`config.mk`:
```
export PLATFORM = sky130hd
export DESIGN_NAME = handle_hash_table
export DESIGN_NICKNAME = d
export VERILOG_FILES = /design/src/rtl/hht_pkg.sv /design/src/rtl/hht_ram.sv /design/src/rtl/handle_hash_table.sv
export SDC_FILE = /design/constraint.sdc
export NUM_CORES = 1
export LEC_CHECK = 0
export ABC_AREA = 1
export BUFFER_PORTS_ARGS = -buffer_cell sky130_fd_sc_hd__buf_2
export CAP_MARGIN = 20
export CORE_MARGIN = 2
export CORE_UTILIZATION = 28
export DETAILED_ROUTE_END_ITERATION = 16
export GPL_ROUTABILITY_DRIVEN = 0
export GPL_TIMING_DRIVEN = 0
export PLACE_DENSITY = 0.38
export SLEW_MARGIN = 20
export SYNTH_ARGS = -nofsm -noshare
export SYNTH_HDL_FRONTEND = slang
export SYNTH_SLANG_ARGS = --single-unit
```
`constraint.sdc`:
```
create_clock -name i_clk -period 3.7 [get_ports i_clk]
set_input_delay 0.37 -clock i_clk [delete_from_list [all_inputs] [get_ports i_clk]]
set_output_delay 0.37 -clock i_clk [all_outputs]
set_load 0.01 [all_outputs]
```
`src/rtl/hht_pkg.sv`:
```
package hht_pkg;

    localparam int TABLE_SIZE   = 32;   // power of two: home slot is the low bits
    localparam int PROBE_STRIDE = 7;
    localparam int HANDLE_BITS  = 15;

    localparam int FUNC_W   = 1;
    localparam int HANDLE_W = 16;
    localparam int STATUS_W = 2;
    localparam int SLOT_W   = $clog2(TABLE_SIZE);
    localparam int COUNT_W  = $clog2(TABLE_SIZE + 1);

    localparam int STRIDE_MOD = PROBE_STRIDE % TABLE_SIZE;

    localparam logic [FUNC_W-1:0] FN_INSERT = 1'b0;
    localparam logic [FUNC_W-1:0] FN_REMOVE = 1'b1;

    typedef enum logic [STATUS_W-1:0] {
        STAT_DONE = 2'd0,
        STAT_NEG  = 2'd1,
        STAT_FAIL = 2'd2
    } t_status;

endpackage

```
`src/rtl/hht_ram.sv`:
```
module hht_ram #(
    parameter int WIDTH = 8,
    parameter int DEPTH = 32
) (
    input  logic                     i_clk,
    input  logic                     i_we,
    input  logic [$clog2(DEPTH)-1:0] i_waddr,
    input  logic [WIDTH-1:0]         i_wdata,
    input  logic [$clog2(DEPTH)-1:0] i_raddr,
    output logic [WIDTH-1:0]         o_rdata
);

    logic [WIDTH-1:0] r_mem [DEPTH];
    logic [WIDTH-1:0] r_rdata;

    always_ff @(posedge i_clk) begin
        if (i_we) begin
            r_mem[i_waddr] <= i_wdata;
        end
        r_rdata <= r_mem[i_raddr];
    end

    assign o_rdata = r_rdata;

endmodule

```
`src/rtl/handle_hash_table.sv`:
```
// channel   direction  handshake           word
// request   in         i_valid / o_ready   i_func, i_handle
// response  out        o_valid / i_ready   o_status, o_slot, o_live_count
//
// One request at a time; a new one is taken while the last response waits.
// Steps: accept, sign check, probe each slot in turn (none for a negative handle,
// up to TABLE_SIZE slots), commit or report, then load the response.
// The probe loop is one microprogram step per slot, paced by the RAM's registered read.
// Reset empties every slot and zeroes the live count at once.
// A stalled response holds the sequencer in its load step.
module handle_hash_table (
    input  logic                                i_clk,
    input  logic                                i_rst_n,
    input  logic                                i_valid,
    output logic                                o_ready,
    input  logic [hht_pkg::FUNC_W-1:0]          i_func,
    input  logic signed [hht_pkg::HANDLE_W-1:0] i_handle,
    output logic                                o_valid,
    input  logic                                i_ready,
    output logic [hht_pkg::STATUS_W-1:0]        o_status,
    output logic [hht_pkg::SLOT_W-1:0]          o_slot,
    output logic [hht_pkg::COUNT_W-1:0]         o_live_count
);

    localparam int SW = hht_pkg::SLOT_W;
    localparam int CW = hht_pkg::COUNT_W;
    localparam int KW = hht_pkg::HANDLE_BITS;

    typedef enum logic [2:0] {
        SQ_WAIT, SQ_NEG, SQ_PROBE, SQ_HIT, SQ_MISS, SQ_REJ, SQ_EMIT
    } t_step;

    typedef enum logic [2:0] {
        CD_FALSE, CD_TRUE, CD_IN_VALID, CD_NEG, CD_HIT, CD_WRAP, CD_OUT_FREE
    } t_cond;

    typedef enum logic [2:0] {
        OP_NONE, OP_LOAD, OP_STEP, OP_COMMIT, OP_MISS, OP_REJ, OP_EMIT
    } t_op;

    typedef struct packed {
        t_op   op;
        t_cond cond_a;
        t_step tgt_a;
        t_cond cond_b;
        t_step tgt_b;
        t_step tgt_else;
    } t_ctrl;

    function automatic t_ctrl f_rom(input t_step s);
        t_ctrl c;
        c = '{OP_NONE, CD_TRUE, SQ_WAIT, CD_FALSE, SQ_WAIT, SQ_WAIT};
        unique case (s)
            SQ_WAIT:  c = '{OP_LOAD,   CD_IN_VALID, SQ_NEG,  CD_FALSE, SQ_WAIT, SQ_WAIT};
            SQ_NEG:   c = '{OP_NONE,   CD_NEG,      SQ_REJ,  CD_FALSE, SQ_WAIT, SQ_PROBE};
            SQ_PROBE: c = '{OP_STEP,   CD_HIT,      SQ_HIT,  CD_WRAP,  SQ_MISS, SQ_PROBE};
            SQ_HIT:   c = '{OP_COMMIT, CD_TRUE,     SQ_EMIT, CD_FALSE, SQ_WAIT, SQ_EMIT};
            SQ_MISS:  c = '{OP_MISS,   CD_TRUE,     SQ_EMIT, CD_FALSE, SQ_WAIT, SQ_EMIT};
            SQ_REJ:   c = '{OP_REJ,    CD_TRUE,     SQ_EMIT, CD_FALSE, SQ_WAIT, SQ_EMIT};
            SQ_EMIT:  c = '{OP_EMIT,   CD_OUT_FREE, SQ_WAIT, CD_FALSE, SQ_WAIT, SQ_EMIT};
            default:  c = '{OP_NONE,   CD_TRUE,     SQ_WAIT, CD_FALSE, SQ_WAIT, SQ_WAIT};
        endcase
        return c;
    endfunction

    t_step                       r_upc, n_upc;
    logic [hht_pkg::FUNC_W-1:0]  r_func, n_func;
    logic                        r_neg, n_neg;
    logic [KW-1:0]               r_key, n_key;
    logic [SW-1:0]               r_home, n_home;
    logic [SW-1:0]               r_pos, n_pos;
    logic [hht_pkg::TABLE_SIZE-1:0] r_used, n_used;
    logic [CW-1:0]               r_count, n_count;
    hht_pkg::t_status            r_res_status, n_res_status;
    logic [SW-1:0]               r_res_slot, n_res_slot;
    logic                        r_out_valid, n_out_valid;
    hht_pkg::t_status            r_out_status, n_out_status;
    logic [SW-1:0]               r_out_slot, n_out_slot;
    logic [CW-1:0]               r_out_count, n_out_count;

    t_ctrl         ctrl;
    logic          accept;
    logic          hit;
    logic          wrap;
    logic          out_free;
    logic          cond_a_true;
    logic          cond_b_true;
    logic [SW:0]   pos_sum;
    logic [SW-1:0] pos_next;
    logic [KW-1:0] rd_key;
    logic          ram_we;

    function automatic logic f_eval(input t_cond c, input logic in_v, input logic neg,
                                    input logic h, input logic w, input logic of);
        logic r;
        r = 1'b0;
        unique case (c)
            CD_FALSE:    r = 1'b0;
            CD_TRUE:     r = 1'b1;
            CD_IN_VALID: r = in_v;
            CD_NEG:      r = neg;
            CD_HIT:      r = h;
            CD_WRAP:     r = w;
            CD_OUT_FREE: r = of;
            default:     r = 1'b0;
        endcase
        return r;
    endfunction

    assign ctrl     = f_rom(r_upc);
    assign o_ready  = (ctrl.op == OP_LOAD);
    assign accept   = i_valid && o_ready;
    assign out_free = !r_out_valid || i_ready;

    assign pos_sum  = {1'b0, r_pos} + (SW + 1)'(hht_pkg::STRIDE_MOD);
    assign pos_next = (pos_sum >= (SW + 1)'(hht_pkg::TABLE_SIZE))
                    ? SW'(pos_sum - (SW + 1)'(hht_pkg::TABLE_SIZE))
                    : pos_sum[SW-1:0];
    assign wrap     = (pos_next == r_home);
    assign hit      = (r_func == hht_pkg::FN_INSERT) ? !r_used[r_pos]
                    : (r_used[r_pos] && (rd_key == r_key));

    assign cond_a_true = f_eval(ctrl.cond_a, i_valid, r_neg, hit, wrap, out_free);
    assign cond_b_true = f_eval(ctrl.cond_b, i_valid, r_neg, hit, wrap, out_free);

    assign ram_we = (ctrl.op == OP_COMMIT) && (r_func == hht_pkg::FN_INSERT);

    always_comb begin
        n_upc        = cond_a_true ? ctrl.tgt_a : (cond_b_true ? ctrl.tgt_b : ctrl.tgt_else);
        n_func       = r_func;
        n_neg        = r_neg;
        n_key        = r_key;
        n_home       = r_home;
        n_pos        = r_pos;
        n_used       = r_used;
        n_count      = r_count;
        n_res_status = r_res_status;
        n_res_slot   = r_res_slot;
        n_out_valid  = r_out_valid && !i_ready;
        n_out_status = r_out_status;
        n_out_slot   = r_out_slot;
        n_out_count  = r_out_count;
        unique case (ctrl.op)
            OP_NONE: begin
            end
            OP_LOAD: begin
                if (accept) begin
                    n_func = i_func;
                    n_neg  = i_handle[hht_pkg::HANDLE_W-1];
                    n_key  = i_handle[KW-1:0];
                    n_home = i_handle[SW-1:0];
                    n_pos  = i_handle[SW-1:0];
                end
            end
            OP_STEP: begin
                if (!hit) begin
                    n_pos = pos_next;
                end
            end
            OP_COMMIT: begin
                n_res_status = hht_pkg::STAT_DONE;
                n_res_slot   = r_pos;
                if (r_func == hht_pkg::FN_INSERT) begin
                    n_used[r_pos] = 1'b1;
                    n_count       = r_count + CW'(1);
                end else begin
                    n_used[r_pos] = 1'b0;
                    if (r_count != '0) begin
                        n_count = r_count - CW'(1);
                    end
                end
            end
            OP_MISS: begin
                n_res_status = hht_pkg::STAT_FAIL;
                n_res_slot   = '0;
            end
            OP_REJ: begin
                n_res_status = hht_pkg::STAT_NEG;
                n_res_slot   = '0;
            end
            OP_EMIT: begin
                if (out_free) begin
                    n_out_valid  = 1'b1;
                    n_out_status = r_res_status;
                    n_out_slot   = r_res_slot;
                    n_out_count  = r_count;
                end
            end
            default: begin
            end
        endcase
    end

    always_ff @(posedge i_clk) begin
        if (!i_rst_n) begin
            r_upc       <= SQ_WAIT;
            r_used      <= '0;
            r_count     <= '0;
            r_out_valid <= 1'b0;
        end else begin
            r_upc       <= n_upc;
            r_used      <= n_used;
            r_count     <= n_count;
            r_out_valid <= n_out_valid;
        end
        r_func       <= n_func;
        r_neg        <= n_neg;
        r_key        <= n_key;
        r_home       <= n_home;
        r_pos        <= n_pos;
        r_res_status <= n_res_status;
        r_res_slot   <= n_res_slot;
        r_out_status <= n_out_status;
        r_out_slot   <= n_out_slot;
        r_out_count  <= n_out_count;
    end

    // read address follows the next probe position, so data lines up with r_pos
    hht_ram #(
        .WIDTH (KW),
        .DEPTH (hht_pkg::TABLE_SIZE)
    ) u_ram (
        .i_clk   (i_clk),
        .i_we    (ram_we),
        .i_waddr (r_pos),
        .i_wdata (r_key),
        .i_raddr (n_pos),
        .o_rdata (rd_key)
    );

    assign o_valid      = r_out_valid;
    assign o_status     = r_out_status;
    assign o_slot       = r_out_slot;
    assign o_live_count = r_out_count;

    a_count_matches: assert property (@(posedge i_clk) disable iff (!i_rst_n)
        r_count == CW'($countones(r_used)))
        else $error("live count out of step with used bits");

    a_insert_empty: assert property (@(posedge i_clk) disable iff (!i_rst_n)
        (r_upc == SQ_HIT && r_func == hht_pkg::FN_INSERT) |-> !r_used[r_pos])
        else $error("insert into occupied slot");

    a_no_commit_neg: assert property (@(posedge i_clk) disable iff (!i_rst_n)
        (r_upc == SQ_HIT) |-> !r_neg)
        else $error("commit for negative handle");

    a_accept_to_check: assert property (@(posedge i_clk) disable iff (!i_rst_n)
        accept |=> (r_upc == SQ_NEG))
        else $error("sequencer skipped sign check");

endmodule

```
==> key figures <==
Run status
  – Status: complete, no violations

Logic synthesis
  – Number of synthesized flops with an enable pin: about 520
  – Share of the synthesized area in the top cell type: between 60 and 70%
  – Yosys top cell by area: edfxtp_1
  – Top-count cell post-synth: nand2_1
  – Mapped Area: around 0.025 mm^2
  – Asr flop ratio synth: 0%
  – Number of synthesized register bits: just under 600
  – Number of distinct library cells after synthesis: 44
  – Post-synthesis sequential area ratio: 66.24%
  – Mapped Cells: 2,409
  – Most common library cells after synthesis: nand2_1 (664), edfxtp_1 (517), nand3_1 (449)
  – Top_reg_cell synth: edfxtp_1
  – Mapped Nets: 2,439
  – Avg Cell Area, Syn: 10.51 um^2
  – Area contributors post-synth: edfxtp_1 (61%), nand2_1 (9.8%), nand3_1 (8.9%)
  – YS warnings: 0

Critical path
  – CP Capture Type: flip-flop
  – CP max FO: 10
  – Req. time, crit path: 4.19 ns
  – Critical path arrival: between 4 and 5 ns
  – Critical Path Start Type: flip-flop
  – WS Path Type: reg -> reg

Route
  – Vias per cell: 4.641
  – Drt drc: 0
  – First-pass detailed-route iteration total: 5
  – 1st-iter DRT viols: around 1,400
  – Routed vias: 17,990
  – DRT antenna net count: 0
  – WL final: slightly below 90,000 um
  – DR WL/cell: 22.35 um

Clock network
  – H-Tree Depth: 3
  – Clock slew at reported path FFs: 0.06 ns
  – Clock sink total: approximately 580
  – Worst skew pair latency: between 0.6 and 0.7 ns
  – Worst-case clock buffer depth: 3
  – Root Driver: clkbuf_16
  – CTS tree: yes
  – CTS Buf Count: 69

Timing
  – Slew headroom: between 30% and 40%
  – WHS: 0.04518 ns
  – Final setup vio count: 0
  – Final Hold Viols: 0
  – Final period util: between 90 and 100%
  – RSZ-0062 raised after global routing: true
  – Max Freq: 278.3 MHz
  – Setup ws final: 0.1064 ns
  – Fin crit period: ~3.6 ns
  – Worst-margin pin slew: roughly 0.95 ns
  – TNS Setup: 0 ns
  – Slew Limit Fails: 0
  – Clk_skew: between 0.02 and 0.025 ns

Layout
  – Layout cell share with drive strength beyond 1: between 15 and 20%
  – Seq. cell area: about 0.017 mm^2
  – Layout area overhead: 22.38%
  – Nets@finish: around 2,700
  – N_diodes: 0
  – Post-route insts no fill: around 3,900
  – Fill count: just over 9,000
  – Multi-input gate area: 0.007227 mm^2

Min path
  – Hold Path Class: in -> reg

Floorplan
  – Core area: between 0.08 and 0.09 mm^2
  – Starting Density: between 20 and 30%
  – Row count: 110
  – Die width: 304.7 um
  – Die area: around 0.093 mm^2
  – Die height: 304.7 um
  – I/O pins: 36

Placed design
  – Dpl hpwl: roughly 64,000 um
  – Post-Place Cells: roughly 3,700
  – # port buffers: 34
  – Placement Setup Slack: -0.6900 ns

GRT
  – Initial antenna violation count: 0
  – Global-route wire length before repair: between 100,000 and 150,000 um
  – Vias in the first global route: ~18,000
  – Pin count of the biggest net entering global routing: 19
  – Total track usage: about 19%
  – Grt ovf: 0

Power
  – PwrDens: between 900 and 1000 mW/mm^2
  – Worst VDD drop: between 0.3 and 0.4 mV
  – Design Power: roughly 28 mW
  – Static Leak: 12.12 nW

Flow run
  – Max_cap viols: 0
[report_power, final]
group          switching, mW  total (mW)  internal (mW)
sequential             0.162        7.87           7.71
clock                   2.71        6.58           3.87
combinational           9.52        13.5           3.94
[placed cells by master (no fill, tap or decap), drive strengths merged, types with 3 or more instances in the layout]
cell type	instances
a211oi	3
a21oi	48
a22oi	3
buf	225
bufinv	5
clkbuf	153
clkinv	27
dfxtp	62
dlygate4sd3	17
edfxtp	517
ha	8
inv	229
nand2	667
nand3	450
nand3b	106
nand4	4
nor2	88
nor3	36
o211ai	3
o21a	5
o21ai	17
or2	3
xnor2	4
xor2	11
[cells by family (layout without fill, tap and decap cells)]
family	count (synthesis)	in the layout	share of synthesized area, %
buf+inv	366	657	6.431
simple gates	1358	1358	24.50
compound gates	82	82	1.839
flops	579	579	66.24
fa+ha+maj	9	9	0.4746
xor+xnor	15	15	0.5190
[per-stage QoR]
stage               utilization, %  instance area (um^2)
finish                       34.52                 30980
global route                 34.52                 30980
CTS                          34.28                 30760
detailed placement           31.49                 28260
global placement             30.04                 26950
floorplan                        -                 25310
[worst paths after layout]
kind         depth (start not counted)  slack [ns]                       from                        to
max                                 18        0.11         r_key[6]$_DFFE_PP_  u_ram.o_rdata[9]$_DFF_P_
min                                  4        0.05                    i_ready        o_valid$_SDFF_PN0_
max reg2reg                         18        0.11         r_key[6]$_DFFE_PP_  u_ram.o_rdata[9]$_DFF_P_
min reg2reg                          0        0.43  r_res_status[0]$_DFFE_PP_     o_status[0]$_DFFE_PP_
[critical path: stages, from the launching register on]
cell      delay (ns)
edfxtp_1        0.63
xor2_1          0.26
nor3_1          0.29
nand3_2         0.26
nand2_4         0.17
nand2_4         0.08
nand2_1         0.07
nand3_1         0.14
buf_8           0.22
nand2_8         0.14
buf_12          0.21
buf_6           0.17
nand2_1         0.06
nand3_1         0.25
nand3_1         0.11
nand3_1         0.17
nand2_1         0.08
nand2_1         0.06
nand2_1         0.05
[final cells by class]
type / instances / share of cell area [%]
clock buffers: 91 / 5.970
well taps: 1176 / 4.750
inverters: 226 / 2.747
clock inverters: 36 / 0.9977
repair buffers: 164 / 5.227
flip-flops and latches: 579 / 54.12
multi-input cells: 1464 / 23.33
plain buffers: 140 / 2.856
[repair_timing]
| item | 4_1_cts | 5_1_grt |
|---|---|---|
| buffers inserted | 12 | 3 |
| hold buffers | 17 | 0 |
| resized for setup | 24 | 56 |
| hold endpoints to repair | 17 | 0 |
| pin swaps | 0 | 3 |
| endpoints found under the setup margin | 16 | 15 |
[sequential cells by signal (all words and copies together) (netlist names), named ones only]
signal         flops
r_neg              1
u_ram.r_mem      480
r_upc              3
r_res_status       2
o_status           2
r_key             15
o_slot             5
u_ram.o_rdata     15
r_func             1
r_res_slot         5
o_valid            1
r_pos              5
r_count            6
o_live_count       6
[routing by layer]
layer	vias to the layer above	global-route usage [%]	wire length [um]
li1	8685	-	-
met1	8822	25.66	40060
met2	389	30.63	40790
met3	94	2.517	3928
met4	0	4.766	1849
met5	-	0	0
No activity file was read; power rests on OpenSTA's default activity.
